`src/rtl/csrm_pkg.sv`:
```
`timescale 1ns / 1ps
`default_nettype none
// ----------------------------------------------------------------------------
// csrm_pkg
// shared types and constants of the contiguous span ring manager
// ----------------------------------------------------------------------------
package csrm_pkg;

  localparam int unsigned MAX_SAMPLES = 65536;
  localparam int unsigned MAX_BLOCKS  = 256;

  localparam int unsigned BLK_W  = 9;   // block size, block count, grant blocks
  localparam int unsigned OFF_W  = 16;  // span offset field
  localparam int unsigned SPAN_W = 17;  // positions and span counts
  localparam int unsigned PROD_W = 18;  // blocks times block size
  localparam int unsigned SUM_W  = 19;  // span count plus product

  localparam int unsigned DIV_STEPS = SPAN_W;
  localparam int unsigned DIV_CNT_W = $clog2(DIV_STEPS);

  localparam logic [SPAN_W-1:0] RING_MAX  = SPAN_W'(MAX_SAMPLES);
  localparam logic [BLK_W-1:0]  BLOCK_MAX = BLK_W'(MAX_BLOCKS);

  localparam logic [BLK_W-1:0] BLOCK_SIZE_RST  = BLK_W'(1);
  localparam logic [BLK_W-1:0] BLOCK_COUNT_RST = BLK_W'(256);
  localparam logic [SPAN_W-1:0] RING_RST       = SPAN_W'(256);

  // request codes
  typedef enum logic [1:0] {
    REQ_WR_SPAN   = 2'd0,
    REQ_WR_COMMIT = 2'd1,
    REQ_RD_SPAN   = 2'd2,
    REQ_RD_FREE   = 2'd3
  } req_t;

  // register indexes
  localparam logic REG_BLOCK_SIZE  = 1'b0;
  localparam logic REG_BLOCK_COUNT = 1'b1;

  typedef enum logic [4:0] {
    S_IDLE  = 5'b00001,
    S_MUL   = 5'b00010,
    S_CHECK = 5'b00100,
    S_DIV   = 5'b01000,
    S_DONE  = 5'b10000
  } state_t;

  typedef struct packed {
    logic load;      // take the input item
    logic mul;       // form the span product and pick the available span
    logic div_init;  // load the divider
    logic div_step;  // one divider step
    logic finish;    // commit state and write the result register
  } cmd_t;

  typedef struct packed {
    logic need_div;
    logic div_last;
    logic out_free;
  } stat_t;

endpackage : csrm_pkg
`default_nettype wire

```
`src/rtl/csrm_regs.sv`:
```
`timescale 1ns / 1ps
`default_nettype none
// ----------------------------------------------------------------------------
// csrm_regs
// configuration registers, ring length and restart pulse
// ----------------------------------------------------------------------------
module csrm_regs (
  input  wire logic                         clk,
  input  wire logic                         rst_n,
  input  wire logic                         psel,
  input  wire logic                         penable,
  input  wire logic                         pwrite,
  input  wire logic [2:0]                   paddr,
  input  wire logic [31:0]                  pwdata,
  output logic [31:0]                       prdata,
  output logic                              pready,
  output logic [csrm_pkg::BLK_W-1:0]        block_size,
  output logic [csrm_pkg::BLK_W-1:0]        block_count,
  output logic [csrm_pkg::SPAN_W-1:0]       ring_len,
  output logic                              restart
);
  import csrm_pkg::*;

  logic [BLK_W-1:0]  bs_r, bs_nxt;
  logic [BLK_W-1:0]  bc_r, bc_nxt;
  logic [SPAN_W-1:0] len_r, len_nxt;
  logic              restart_r;
  logic              wr_en;
  logic [BLK_W-1:0]  wdata;
  logic [PROD_W-1:0] prod;

  assign pready = 1'b1;
  assign wr_en  = psel & penable & pwrite;
  assign wdata  = pwdata[BLK_W-1:0];

  always_comb begin
    bs_nxt = bs_r;
    bc_nxt = bc_r;
    if (wr_en) begin
      unique case (paddr[2])
        REG_BLOCK_SIZE:  bs_nxt = wdata;
        REG_BLOCK_COUNT: bc_nxt = (wdata > BLOCK_MAX) ? BLOCK_MAX : wdata;
        default:         bs_nxt = bs_r;
      endcase
    end
    prod    = PROD_W'(bs_nxt) * PROD_W'(bc_nxt);
    len_nxt = (prod > PROD_W'(RING_MAX)) ? RING_MAX : prod[SPAN_W-1:0];
  end

  always_ff @(posedge clk) begin
    if (!rst_n) begin
      bs_r      <= BLOCK_SIZE_RST;
      bc_r      <= BLOCK_COUNT_RST;
      len_r     <= RING_RST;
      restart_r <= 1'b0;
    end else begin
      bs_r      <= bs_nxt;
      bc_r      <= bc_nxt;
      len_r     <= len_nxt;
      restart_r <= wr_en;
    end
  end

  always_comb begin
    unique case (paddr[2])
      REG_BLOCK_SIZE:  prdata = {{(32-BLK_W){1'b0}}, bs_r};
      REG_BLOCK_COUNT: prdata = {{(32-BLK_W){1'b0}}, bc_r};
      default:         prdata = '0;
    endcase
  end

  assign block_size  = bs_r;
  assign block_count = bc_r;
  assign ring_len    = len_r;
  assign restart     = restart_r;

endmodule : csrm_regs
`default_nettype wire

```
`src/rtl/csrm_ctrl.sv`:
```
`timescale 1ns / 1ps
`default_nettype none
// ----------------------------------------------------------------------------
// csrm_ctrl
// sequencer for one item: multiply, check, divide, finish
// ----------------------------------------------------------------------------
module csrm_ctrl (
  input  wire logic             clk,
  input  wire logic             rst_n,
  input  wire logic             in_valid,
  output logic                  in_stall,
  input  wire csrm_pkg::stat_t  stat,
  output csrm_pkg::cmd_t        cmd
);
  import csrm_pkg::*;

  state_t state_r, state_nxt;

  always_comb begin
    state_nxt = state_r;
    cmd       = '0;
    in_stall  = 1'b1;
    unique case (state_r)
      S_IDLE: begin
        in_stall = 1'b0;
        if (in_valid) begin
          cmd.load  = 1'b1;
          state_nxt = S_MUL;
        end
      end
      S_MUL: begin
        cmd.mul   = 1'b1;
        state_nxt = S_CHECK;
      end
      S_CHECK: begin
        cmd.div_init = 1'b1;
        state_nxt    = stat.need_div ? S_DIV : S_DONE;
      end
      S_DIV: begin
        cmd.div_step = 1'b1;
        if (stat.div_last) begin
          state_nxt = S_DONE;
        end
      end
      S_DONE: begin
        // hold until the result register can take the item
        if (stat.out_free) begin
          cmd.finish = 1'b1;
          state_nxt  = S_IDLE;
        end
      end
      default: state_nxt = S_IDLE;
    endcase
  end

  always_ff @(posedge clk) begin
    if (!rst_n) begin
      state_r <= S_IDLE;
    end else begin
      state_r <= state_nxt;
    end
  end

endmodule : csrm_ctrl
`default_nettype wire

```
`src/rtl/csrm_dp.sv`:
```
`timescale 1ns / 1ps
`default_nettype none
// ----------------------------------------------------------------------------
// csrm_dp
// ring state, span product, clamp divider and result register
// ----------------------------------------------------------------------------
module csrm_dp (
  input  wire logic                         clk,
  input  wire logic                         rst_n,
  input  wire csrm_pkg::cmd_t               cmd,
  output csrm_pkg::stat_t                   stat,
  input  wire logic [csrm_pkg::BLK_W-1:0]   block_size,
  input  wire logic [csrm_pkg::BLK_W-1:0]   block_count,
  input  wire logic [csrm_pkg::SPAN_W-1:0]  ring_len,
  input  wire logic                         restart,
  input  wire logic [1:0]                   in_req_type,
  input  wire logic [csrm_pkg::BLK_W-1:0]   in_count,
  input  wire logic [csrm_pkg::OFF_W-1:0]   in_offset,
  output logic                              out_valid,
  input  wire logic                         out_stall,
  output logic                              out_granted,
  output logic [csrm_pkg::OFF_W-1:0]        out_span_offset,
  output logic [csrm_pkg::BLK_W-1:0]        out_span_blocks,
  output logic                              out_accepted,
  output logic [csrm_pkg::SPAN_W-1:0]       out_free_span,
  output logic [csrm_pkg::SPAN_W-1:0]       out_ready_span
);
  import csrm_pkg::*;

  // item operands
  req_t              req_r;
  logic [BLK_W-1:0]  cnt_r;
  logic [OFF_W-1:0]  off_r;
  logic [PROD_W-1:0] prod_r;
  logic [SPAN_W-1:0] avail_r;

  // divider
  logic [SPAN_W-1:0]    dvd_r;
  logic [SPAN_W-1:0]    quo_r;
  logic [BLK_W-1:0]     rem_r;
  logic [DIV_CNT_W-1:0] div_cnt_r;
  logic [BLK_W:0]       trial;
  logic                 q_bit;

  // ring state
  logic [SPAN_W-1:0] wpos_r, wpos_nxt;
  logic [SPAN_W-1:0] rpos_r, rpos_nxt;
  logic [SPAN_W-1:0] free_r, free_nxt;
  logic [SPAN_W-1:0] ready_r, ready_nxt;
  logic              wg_valid_r, wg_valid_nxt;
  logic [BLK_W-1:0]  wg_blocks_r, wg_blocks_nxt;
  logic [OFF_W-1:0]  wg_off_r, wg_off_nxt;
  logic              rg_valid_r, rg_valid_nxt;
  logic [BLK_W-1:0]  rg_blocks_r, rg_blocks_nxt;
  logic [OFF_W-1:0]  rg_off_r, rg_off_nxt;

  // result
  logic              out_valid_r;
  logic              granted_nxt, accepted_nxt;
  logic [OFF_W-1:0]  span_off_nxt;
  logic [BLK_W-1:0]  span_blk_nxt;

  logic              usable;
  logic              over;
  logic [BLK_W-1:0]  g;
  logic [BLK_W-1:0]  mul_blocks;
  logic [SUM_W-1:0]  full_w;
  logic [SUM_W-1:0]  wsum, rsum, ready_add, free_add;
  logic [SPAN_W-1:0] ready_sat, free_sat, free_sub, ready_sub;

  assign usable = (block_size != '0) && (block_count != '0);
  assign over   = prod_r > PROD_W'(avail_r);
  assign g      = over ? quo_r[BLK_W-1:0] : cnt_r;

  assign stat.need_div = (req_r == REQ_WR_SPAN || req_r == REQ_RD_SPAN) && usable && over;
  assign stat.div_last = div_cnt_r == DIV_CNT_W'(DIV_STEPS - 1);
  assign stat.out_free = !out_valid_r || !out_stall;

  // operand for the shared multiplier
  always_comb begin
    unique case (req_r)
      REQ_WR_COMMIT: mul_blocks = wg_blocks_r;
      REQ_RD_FREE:   mul_blocks = rg_blocks_r;
      default:       mul_blocks = cnt_r;
    endcase
  end

  // restoring divider step
  assign trial = {rem_r, dvd_r[SPAN_W-1]};
  assign q_bit = trial >= {1'b0, block_size};

  always_ff @(posedge clk) begin
    if (cmd.load) begin
      req_r <= req_t'(in_req_type);
      cnt_r <= in_count;
      off_r <= in_offset;
    end
    if (cmd.mul) begin
      prod_r  <= PROD_W'(mul_blocks) * PROD_W'(block_size);
      avail_r <= (req_r == REQ_RD_SPAN) ? ready_r : free_r;
    end
    if (cmd.div_init) begin
      dvd_r     <= avail_r;
      quo_r     <= '0;
      rem_r     <= '0;
      div_cnt_r <= '0;
    end else if (cmd.div_step) begin
      dvd_r     <= {dvd_r[SPAN_W-2:0], 1'b0};
      quo_r     <= {quo_r[SPAN_W-2:0], q_bit};
      rem_r     <= q_bit ? BLK_W'(trial - {1'b0, block_size}) : trial[BLK_W-1:0];
      div_cnt_r <= div_cnt_r + DIV_CNT_W'(1);
    end
  end

  // saturating span arithmetic
  always_comb begin
    full_w    = SUM_W'(ring_len);
    wsum      = SUM_W'(wpos_r) + SUM_W'(prod_r);
    rsum      = SUM_W'(rpos_r) + SUM_W'(prod_r);
    ready_add = SUM_W'(ready_r) + SUM_W'(prod_r);
    free_add  = SUM_W'(free_r) + SUM_W'(prod_r);
    ready_sat = (ready_add > full_w) ? ring_len : ready_add[SPAN_W-1:0];
    free_sat  = (free_add > full_w) ? ring_len : free_add[SPAN_W-1:0];
    free_sub  = (PROD_W'(free_r) > prod_r) ? SPAN_W'(PROD_W'(free_r) - prod_r) : '0;
    ready_sub = (PROD_W'(ready_r) > prod_r) ? SPAN_W'(PROD_W'(ready_r) - prod_r) : '0;
  end

  // state update of one item
  always_comb begin
    wpos_nxt      = wpos_r;
    rpos_nxt      = rpos_r;
    free_nxt      = free_r;
    ready_nxt     = ready_r;
    wg_valid_nxt  = wg_valid_r;
    wg_blocks_nxt = wg_blocks_r;
    wg_off_nxt    = wg_off_r;
    rg_valid_nxt  = rg_valid_r;
    rg_blocks_nxt = rg_blocks_r;
    rg_off_nxt    = rg_off_r;
    granted_nxt   = 1'b0;
    accepted_nxt  = 1'b0;
    span_off_nxt  = '0;
    span_blk_nxt  = '0;
    unique case (req_r)
      REQ_WR_SPAN: begin
        if (usable) begin
          if (g == '0) begin
            wg_valid_nxt = 1'b0;
          end else begin
            wg_valid_nxt  = 1'b1;
            wg_blocks_nxt = g;
            wg_off_nxt    = wpos_r[OFF_W-1:0];
            granted_nxt   = 1'b1;
            span_off_nxt  = wpos_r[OFF_W-1:0];
            span_blk_nxt  = g;
          end
        end
      end
      REQ_RD_SPAN: begin
        if (usable) begin
          if (g == '0) begin
            rg_valid_nxt = 1'b0;
          end else begin
            rg_valid_nxt  = 1'b1;
            rg_blocks_nxt = g;
            rg_off_nxt    = rpos_r[OFF_W-1:0];
            granted_nxt   = 1'b1;
            span_off_nxt  = rpos_r[OFF_W-1:0];
            span_blk_nxt  = g;
          end
        end
      end
      REQ_WR_COMMIT: begin
        if (wg_valid_r && wg_off_r == off_r) begin
          accepted_nxt = 1'b1;
          if (wpos_r >= rpos_r) begin
            ready_nxt = ready_sat;
          end
          // end of ring: writer wraps, free span runs up to the reader
          if (wsum >= full_w) begin
            wpos_nxt = '0;
            free_nxt = rpos_r;
          end else begin
            wpos_nxt = wsum[SPAN_W-1:0];
            free_nxt = free_sub;
          end
        end
      end
      REQ_RD_FREE: begin
        if (rg_valid_r && rg_off_r == off_r) begin
          accepted_nxt = 1'b1;
          if (rpos_r >= wpos_r) begin
            free_nxt = free_sat;
          end
          if (rsum >= full_w) begin
            rpos_nxt  = '0;
            ready_nxt = wpos_r;
          end else begin
            rpos_nxt  = rsum[SPAN_W-1:0];
            ready_nxt = ready_sub;
          end
        end
      end
      default: granted_nxt = 1'b0;
    endcase
  end

  always_ff @(posedge clk) begin
    if (!rst_n || restart) begin
      wpos_r     <= '0;
      rpos_r     <= '0;
      free_r     <= restart ? ring_len : RING_RST;
      ready_r    <= '0;
      wg_valid_r <= 1'b0;
      rg_valid_r <= 1'b0;
    end else if (cmd.finish) begin
      wpos_r     <= wpos_nxt;
      rpos_r     <= rpos_nxt;
      free_r     <= free_nxt;
      ready_r    <= ready_nxt;
      wg_valid_r <= wg_valid_nxt;
      rg_valid_r <= rg_valid_nxt;
    end
  end

  always_ff @(posedge clk) begin
    if (cmd.finish) begin
      wg_blocks_r <= wg_blocks_nxt;
      wg_off_r    <= wg_off_nxt;
      rg_blocks_r <= rg_blocks_nxt;
      rg_off_r    <= rg_off_nxt;
      out_granted     <= granted_nxt;
      out_span_offset <= span_off_nxt;
      out_span_blocks <= span_blk_nxt;
      out_accepted    <= accepted_nxt;
      out_free_span   <= free_nxt;
      out_ready_span  <= ready_nxt;
    end
  end

  always_ff @(posedge clk) begin
    if (!rst_n) begin
      out_valid_r <= 1'b0;
    end else if (cmd.finish) begin
      out_valid_r <= 1'b1;
    end else if (!out_stall) begin
      out_valid_r <= 1'b0;
    end
  end

  assign out_valid = out_valid_r;

endmodule : csrm_dp
`default_nettype wire

```
`src/rtl/contiguous_span_ring_manager_top.sv`:
```
`timescale 1ns / 1ps
`default_nettype none
// ----------------------------------------------------------------------------
// contiguous_span_ring_manager_top
// block-granular ring manager that hands out contiguous write and read spans
// ----------------------------------------------------------------------------
// Tracks a write position and a read position in a ring of block_size times
// block_count samples (capped at 65536) and answers one item at a time with
// one result item. Each item steps through the multiply, check and finish
// states before the next acceptance; a request that has to be clamped to the
// available span also passes the divide state, which divides the available
// sample count by the block size in a restoring divider that resolves one
// quotient bit per cycle. A finished result sits in an output register, so
// the next item is taken while it waits; a second result waits in the finish
// state until that register drains. Any write of block_size or block_count
// restarts the ring empty in the cycle after the write; the user must write
// the registers only while the block is idle; the block does not enforce it.
// ----------------------------------------------------------------------------
module contiguous_span_ring_manager_top (
  input  wire logic         clk,
  input  wire logic         rst_n,
  // input items
  input  wire logic         in_valid,
  output logic              in_stall,
  input  wire logic [1:0]   in_req_type,
  input  wire logic [8:0]   in_count,
  input  wire logic [15:0]  in_offset,
  // result items
  output logic              out_valid,
  input  wire logic         out_stall,
  output logic              out_granted,
  output logic [15:0]       out_span_offset,
  output logic [8:0]        out_span_blocks,
  output logic              out_accepted,
  output logic [16:0]       out_free_span,
  output logic [16:0]       out_ready_span,
  // register port: block_size at 0x0, block_count at 0x4
  input  wire logic         psel,
  input  wire logic         penable,
  input  wire logic         pwrite,
  input  wire logic [2:0]   paddr,
  input  wire logic [31:0]  pwdata,
  output logic [31:0]       prdata,
  output logic              pready
);
  import csrm_pkg::*;

  logic [BLK_W-1:0]  block_size;
  logic [BLK_W-1:0]  block_count;
  logic [SPAN_W-1:0] ring_len;
  logic              restart;
  cmd_t              cmd;
  stat_t             stat;

  // configuration registers and derived ring length
  csrm_regs u_regs (
    .clk         (clk),
    .rst_n       (rst_n),
    .psel        (psel),
    .penable     (penable),
    .pwrite      (pwrite),
    .paddr       (paddr),
    .pwdata      (pwdata),
    .prdata      (prdata),
    .pready      (pready),
    .block_size  (block_size),
    .block_count (block_count),
    .ring_len    (ring_len),
    .restart     (restart)
  );

  // sequencer: owns the input handshake and steps the datapath
  csrm_ctrl u_ctrl (
    .clk      (clk),
    .rst_n    (rst_n),
    .in_valid (in_valid),
    .in_stall (in_stall),
    .stat     (stat),
    .cmd      (cmd)
  );

  // ring state, shared multiplier, clamp divider, result register
  csrm_dp u_dp (
    .clk             (clk),
    .rst_n           (rst_n),
    .cmd             (cmd),
    .stat            (stat),
    .block_size      (block_size),
    .block_count     (block_count),
    .ring_len        (ring_len),
    .restart         (restart),
    .in_req_type     (in_req_type),
    .in_count        (in_count),
    .in_offset       (in_offset),
    .out_valid       (out_valid),
    .out_stall       (out_stall),
    .out_granted     (out_granted),
    .out_span_offset (out_span_offset),
    .out_span_blocks (out_span_blocks),
    .out_accepted    (out_accepted),
    .out_free_span   (out_free_span),
    .out_ready_span  (out_ready_span)
  );

endmodule : contiguous_span_ring_manager_top
`default_nettype wire
```
`config.mk`:
```
export PLATFORM = sky130hd
export DESIGN_NAME = contiguous_span_ring_manager_top
export DESIGN_NICKNAME = d
export VERILOG_FILES = /design/src/rtl/csrm_pkg.sv /design/src/rtl/csrm_regs.sv /design/src/rtl/csrm_ctrl.sv /design/src/rtl/csrm_dp.sv /design/src/rtl/contiguous_span_ring_manager_top.sv
export SDC_FILE = /design/constraint.sdc
export NUM_CORES = 1
export LEC_CHECK = 0
export ABC_AREA = 0
export BUFFER_PORTS_ARGS = -buffer_cell sky130_fd_sc_hd__buf_2
export CAP_MARGIN = 20
export CORE_AREA = 2 2 330 332
export CTS_BUF_LIST = sky130_fd_sc_hd__clkbuf_2
export CTS_CLUSTER_SIZE = 20
export DETAILED_ROUTE_END_ITERATION = 10
export DIE_AREA = 0 0 332 334
export HOLD_SLACK_MARGIN = 0.08
export SLEW_MARGIN = 20
export SYNTH_ARGS = -nofsm -noshare
export SYNTH_HDL_FRONTEND = slang
export SYNTH_SLANG_ARGS = --single-unit
```
`constraint.sdc`:
```
create_clock -name clk -period 12.14 [get_ports clk]
set_input_delay 0.607 -clock clk [delete_from_list [all_inputs] [get_ports clk]]
set_output_delay 0.607 -clock clk [all_outputs]
set_load 0.02 [all_outputs]
```
# ---- Yosys cells after proc, flatten, opt, wreduce, memory -nomap -nowiden
# Index checks and enable logic that the tools add are counted.
dict set report classes {
  add_sub_neg 8
  n_mul 2
  magnitude_cmp 12
  n_eq_ne 15
  muxes 56
  bitwise 7
  reduce_logical 28
}
# operator count
set op_table {}
lappend op_table {{17-bit two-way mux} 21}
lappend op_table {{17-bit by 18-bit adder with 19-bit output} 4}
lappend op_table {{17-bit case mux with 2 select lines} 2}
lappend op_table {{16-bit two-way mux} 4}
lappend op_table {{32-bit case mux with 2 select lines} 1}
lappend op_table {{9-bit two-way mux} 7}
lappend op_table {{19-bit by 17-bit >= comparator with 1-bit output} 2}
lappend op_table {{19-bit by 17-bit > comparator with 1-bit output} 2}
lappend op_table {{17-bit by 18-bit > comparator with 1-bit output} 2}
lappend op_table {{9-bit by 9-bit multiplier with 18-bit output} 2}
lappend op_table {{17-bit >= comparator} 2}
lappend op_table {{17-bit subtractor} 2}
lappend op_table {{16-bit equality test} 2}
lappend op_table {{16-bit case mux with 2 select lines} 1}
lappend op_table {{5-bit case mux with 5 select lines} 1}
lappend op_table {{5-bit two-way mux} 4}
lappend op_table {{18-bit by 17-bit > comparator with 1-bit output} 1}
lappend op_table {{18-bit by 17-bit > comparator with 1-bit output (second input constant)} 1}
lappend op_table {{9-bit case mux with 2 select lines} 1}
lappend op_table {{9-bit nonzero test} 2}
lappend op_table {{3-bit AND reduction} 5}
lappend op_table {{1-bit two-way mux} 13}
lappend op_table {{5-bit equality test (second input constant)} 2}
lappend op_table {{10-bit by 9-bit >= comparator with 1-bit output} 1}
lappend op_table {{24 further kinds} 43}
dict set report word_totals {
  register_bits 325
  inputBits 69
  wordCells 160
}

# ---- Logic depth before layout (Yosys ltp)
dict set report depth {
  word_depth 8
  mapped_depth 27
  mapped_depth_nobuf 24
}

# ---- Hierarchy
# Synthesis repeated with hierarchy kept, for this count alone.
dict set report hier_totals {
  hier_cells 2986
  area_unflattened_um2 27680.3
}
# mod instances cells_each area_each_um2 seq_area_each_um2
set by_module_without_submodules {}
lappend by_module_without_submodules {csrm_dp 1 2461 23135.9 7757.4}
lappend by_module_without_submodules {csrm_regs 1 489 4237.8 720.7}
lappend by_module_without_submodules {csrm_ctrl 1 36 306.5 100.1}

# ---- Worst setup path before layout
# Ideal clock, no wire load.
dict set report synth_timing {
  kind {input-to-reg}
  startpoint {input port paddr[2]}
  endpoint {register u_regs.len_r[7], in the netlist u_regs.ring_len[7]}
  setup_ns 0.119
  arrival_ns 5.950
  required_ns 12.021
  slack_ns 6.071
  path_stages 25
  n_path_buf 3
  cell_sequence {buf_2 > nand4_1 > clkbuf_1 > nor3b_1 > a21oi_1 > or2_2 > fa_1 > inv_1 > fa_1 > ha_1 > inv_1 > fa_1 > inv_1 > ha_1 > a21o_1 > a21oi_1 > o21a_1 > o211ai_1 > a41oi_1 > o21ai_0 > xnor2_1 > nor2_1 > o21ai_1 > buf_2 > nor2_1}
}
dict set report synth_between {
  elab_chain_len 5
  word_cells_on_any_way 7
  classes_between {1 x mul; 1 x order compare; 4 x mux; 1 x reduce/logical}
}
# element line_no
set synth_rtl {}
lappend synth_rtl {{start: declaration} contiguous_span_ring_manager_top.sv:41} ;# input wire logic [2:0] paddr,
lappend synth_rtl {{9-bit two-way mux} csrm_regs.sv:40} ;# unique case (paddr[2])
lappend synth_rtl {{9-bit two-way mux} csrm_regs.sv:39} ;# if (wr_en) begin
lappend synth_rtl {{9-bit by 9-bit multiplier with 18-bit output (*)} csrm_regs.sv:46} ;# prod = PROD_W'(bs_nxt) * PROD_W'(bc_nxt);
lappend synth_rtl {{18-bit by 17-bit > comparator with 1-bit output} csrm_regs.sv:47} ;# len_nxt = (prod > PROD_W'(RING_MAX)) ? RING_MAX : prod[SPAN_W-1:0];
lappend synth_rtl {{2-bit OR reduction (no source line)} n/a}
lappend synth_rtl {{end signal: assignment} csrm_regs.sv:59} ;# len_r <= len_nxt;
lappend synth_rtl {{end: declaration} csrm_regs.sv:26} ;# logic [SPAN_W-1:0] len_r, len_nxt;
# Mark *: on every way between the ends. The rest lies on a longest branch, timed or not.
# A chain may end at the register's enable or synchronous reset.

# ---- Final worst setup path
dict set report layout_timing {
  startpoint {input port pwrite}
  endpoint {register u_regs.len_r[10], in the netlist u_regs.ring_len[10]}
}
dict set report layout_between {
  elab_chain_len 5
  word_cells_on_any_way 6
  classes_between {1 x mul; 1 x order compare; 2 x mux; 1 x bitwise; 1 x reduce/logical}
}
# element line_no
set layout_rtl {}
lappend layout_rtl {{start: declaration} contiguous_span_ring_manager_top.sv:40} ;# input wire logic pwrite,
lappend layout_rtl {{1-bit AND (*)} csrm_regs.sv:33} ;# assign wr_en = psel & penable & pwrite;
lappend layout_rtl {{9-bit two-way mux} csrm_regs.sv:39}
lappend layout_rtl {{9-bit by 9-bit multiplier with 18-bit output (*)} csrm_regs.sv:46}
lappend layout_rtl {{18-bit by 17-bit > comparator with 1-bit output} csrm_regs.sv:47}
lappend layout_rtl {{2-bit OR reduction (no source line)} n/a}
# Marked as above.

==> metrics.md <==
| Metric | Value |
|---|---|
| Area leader, netlist | `edfxtp_1` |
| Fin. max-slew vios | `0` |
| WP data required | `13.04 ns` |
| Yosys cell types | `90` |
| Largest net degree at the start of global routing | `60` |
| Post-synthesis sequential area ratio | `32.2%` |
| Max_cap viols | `0` |
| Worst-Skew Late Latency | `1.20 ns` |
| Die Area | `111000 µm²` |
| Synth warnings | `0` |
| Synthesized area per cell | `9.29 µm²` |
| Final WL | `91900 µm` |
| RSZ-0062 raised after global routing | `no` |
| Crit path to | `u_regs.ring_len[10]` |
| Initial DRC count | `2046` |
| # H-tree levels | `3` |
| Crit path kind | `primary input to flop` |
| Global-route usage over all layers | `roughly 16%` |
| Final period utilization | `55.5%` |
| Post-Syn Instances | `2863` |
| DPL Wire Length | `70200 µm` |
| Crit Path Max Fanout | `17` |
| Post-CTS Setup Bufs | `0` |
| Total power divided by cell area | `111 nW/µm²` |
| Max clock buf depth | `3` |
| Initial antenna violation count | `5` |
| Top FF cell, synth | `edfxtp_1` |
| Worst Setup End Kind | `flop` |
| IO Count | `165` |
| CTS tree | `done` |
| EDFF count, synth | `207` |
| Share of post-route cells with drive strength above 1 | `12.8%` |
| Core box area | `108000 µm²` |
| FF-to-FF End | `u_dp.prod_r[17]` |
| Routed via count | `22363` |
| Hold_sp | `in_offset[6]` |
| Initial Utilization | `between 20% and 30%` |
| Finish-stage setup viols | `0` |
| Post-cts sizing count | `0` |
| Area delta synth->final | `13.5%` |
| Worst Hold Class | `primary input to flop` |
| WP data arrival | `7.64 ns` |
| Worst slew margin | `approximately 28%` |
| Post-synth top area share | `a little under a quarter` |
| Peak Freq | `149 MHz` |
| IO buf count | `115` |
| DRC | `0` |
| Die width | `roughly 330 µm` |
| Design area | `30200 µm²` |
| Yosys reg bits | `325` |
| CTS Buf Count | `90` |
| Worst-path clk slew | `0.10 ns` |
| Leakage | `13.1 nW` |
| Fillers | `approximately 12000` |
| GP Congestion | `approximately 0.99` |
| Worst vdd ir | `71.5 µV` |
| Fin nets | `3526` |
| Final hold violations | `0` |
| Fin crit period | `6.73 ns` |
| DR vias/cell | `~4.9` |
| Slew of the pin with the lowest slew margin | `1.07 ns` |
| Worst r2r path cells | `22` |
| # hold bufs at CTS | `52` |
| Synthesized cell area | `roughly 27000 µm²` |
| Routed Antenna Nets | `0` |
| Vias in the first global route | `21592` |
| R2R setup slack | `5.50 ns` |
| Worst reg2reg path startpoint | `u_dp.req_r[1]` |
| Per-cell routed wire length | `about 20 µm` |
| Die Ht | `334 µm` |
| Final Skew | `0.179 ns` |
| Fraction of registers with async set/reset | `0%` |
| Crit. Startpoint | `pwrite` |
| Congestion Overflow GR | `0` |
| First-pass GRT wire length | `136000 µm` |
| Num Clock Sinks | `~330` |
| Drt pass-1 iters | `5` |
| Setup TNS | `0 ns` |
| Root Buffer | `clkbuf_2` |
| Commonest cells in the netlist | `291 x ha_1, 291 x nor2_1, 282 x inv_1` |
| CP Launch Type | `primary input` |
| Cell Rows | `121` |
| Synth top area cells | `edfxtp_1 23%, ha_1 14%, dfxtp_1 8.9%, fa_1 8.1%, nor2_1 4.1%` |
| Status | `finished clean` |
| Post-DP Area | `28800 µm²` |
[per-layer routing]
metal	wire length [µm]	vias up	track usage (%)	share of wire, %
met5	17	-	0	0.019
met4	3610	2	6.38	3.9
met3	6740	197	2.61	7.3
met2	40500	864	25.5	44
met1	41000	10820	22.0	45
li1	-	10480	-	-
[critical path, stage by stage]
cell	delay, ns
dlygate4sd3_1	0.52
buf_2	0.11
nand4_1	0.58
a21oi_1	1.08
or2_2	0.26
fa_1	0.45
fa_1	0.51
inv_1	0.06
fa_1	0.52
inv_1	0.05
fa_1	0.53
inv_1	0.04
ha_1	0.30
inv_1	0.06
a21oi_1	0.19
o31a_1	0.23
nor2_1	0.07
o31a_1	0.28
a21oi_1	0.25
xnor2_1	0.15
o21ai_1	0.69
a211oi_1	0.11
[metrics by stage]
stage | power [W] | worst slack [ns] | hold WS [ns] | std cells | utilization (%)
final | 0.00334 | 5.41 | 0.247 | 4549 | 28.0
after global routing | 0.00354 | 4.91 | 0.128 | 4549 | 28.0
after floorplan | 0.00212 | 6.07 | 0.450 | 2885 | -
after detailed placement | 0.00244 | 4.72 | 0.486 | 4329 | 26.7
after CTS | 0.00336 | 5.54 | 0.0800 | 4546 | 28.0
after global placement | 0.00243 | 4.80 | 0.475 | 4329 | 26.7
[registers in the layout (all words and copies together), names as in the netlist, 9 cells and up]
| register | cells |
|---|---|
| u_dp.out_ready_span | 17 |
| u_dp.dvd_r | 17 |
| u_regs.ring_len | 17 |
| u_dp.out_span_offset | 16 |
| u_dp.rg_off_r | 16 |
| u_dp.rem_r | 9 |
| u_dp.wg_blocks_r | 9 |
| u_regs.block_size | 9 |
| u_dp.avail_r | 17 |
| u_dp.prod_r | 18 |
| u_dp.ready_r | 17 |
| u_dp.wg_off_r | 16 |
| u_dp.rpos_r | 17 |
| u_dp.rg_blocks_r | 9 |
| u_dp.cnt_r | 9 |
| u_regs.block_count | 9 |
| u_dp.quo_r | 9 |
| u_dp.out_span_blocks | 9 |
| u_dp.off_r | 16 |
| u_dp.out_free_span | 17 |
| u_dp.wpos_r | 17 |
| u_dp.free_r | 17 |
[area by class of cell]
type | instances | area (µm²) | share of cell area (%)
inverters | 284 | 1070 | 3.54
clock buffers | 114 | 571 | 1.89
repair buffers | 207 | 1400 | 4.62
flip-flops and latches | 325 | 8580 | 28.4
multi-input cells | 2151 | 16500 | 54.6
diodes | 3 | 7.51 | 0.0249
well taps | 1414 | 1770 | 5.86
clock inverters | 51 | 334 | 1.11
[worst min-delay path by stage]
stage | slack, ns | end | cells past startpoint
detailed placement | 0.49 | u_dp.rem_r[5] | 2
CTS | 0.08 | u_dp.off_r[9] | 2
global placement | 0.48 | u_dp.rem_r[8] | 1
floorplan | 0.45 | u_dp.rem_r[1] | 2
finish | 0.25 | u_dp.off_r[6] | 2
global route | 0.13 | u_dp.off_r[8] | 2
[cell usage in the layout, fill, tap and decap left out, drive strengths merged, types with 24 or more instances in the layout]
cell | netlist | routed
ha | 291 | 291
nor2 | 291 | 291
inv | 282 | 288
nand2 | 207 | 207
edfxtp | 207 | 207
a21oi | 168 | 168
buf | 52 | 155
o21ai | 133 | 133
dfxtp | 118 | 118
clkbuf | 73 | 114
fa | 107 | 107
xnor2 | 95 | 95
mux2i | 73 | 73
nor3 | 66 | 66
nand3 | 57 | 57
xor2 | 53 | 53
dlygate4sd3 | 0 | 52
a21o | 46 | 46
clkinv | 2 | 43
mux2 | 42 | 42
or2 | 36 | 36
nand4 | 35 | 35
nor2b | 34 | 34
a211oi | 30 | 30
and2 | 29 | 29
nand2b | 26 | 26
o21a | 24 | 24
conb | 2 | 24
[kinds of logic after synthesis]
logic type / Yosys count / share of synthesized area [%]
xor gates and xnor gates: 148 / 4.87
buffers and inverters: 409 / 6.32
and+or+nand+nor: 863 / 15.4
AOI/OAI and AO/OA: 603 / 14.9
muxes: 115 / 4.52
adders and majority gates: 398 / 21.7
DFF: 325 / 32.2
other: 2 / 0.0282
[report_power, final]
group,total [W],leakage [nW],switching (W),internal [W]
logic,0.00111,9.49,0.000692,0.000415
registers,0.00135,2.96,0.0000810,0.00127
clock network,0.000888,0.651,0.000530,0.000359
total,0.00334,13.1,0.00130,0.00204
Note: power is estimated with default switching activity, not from simulation.
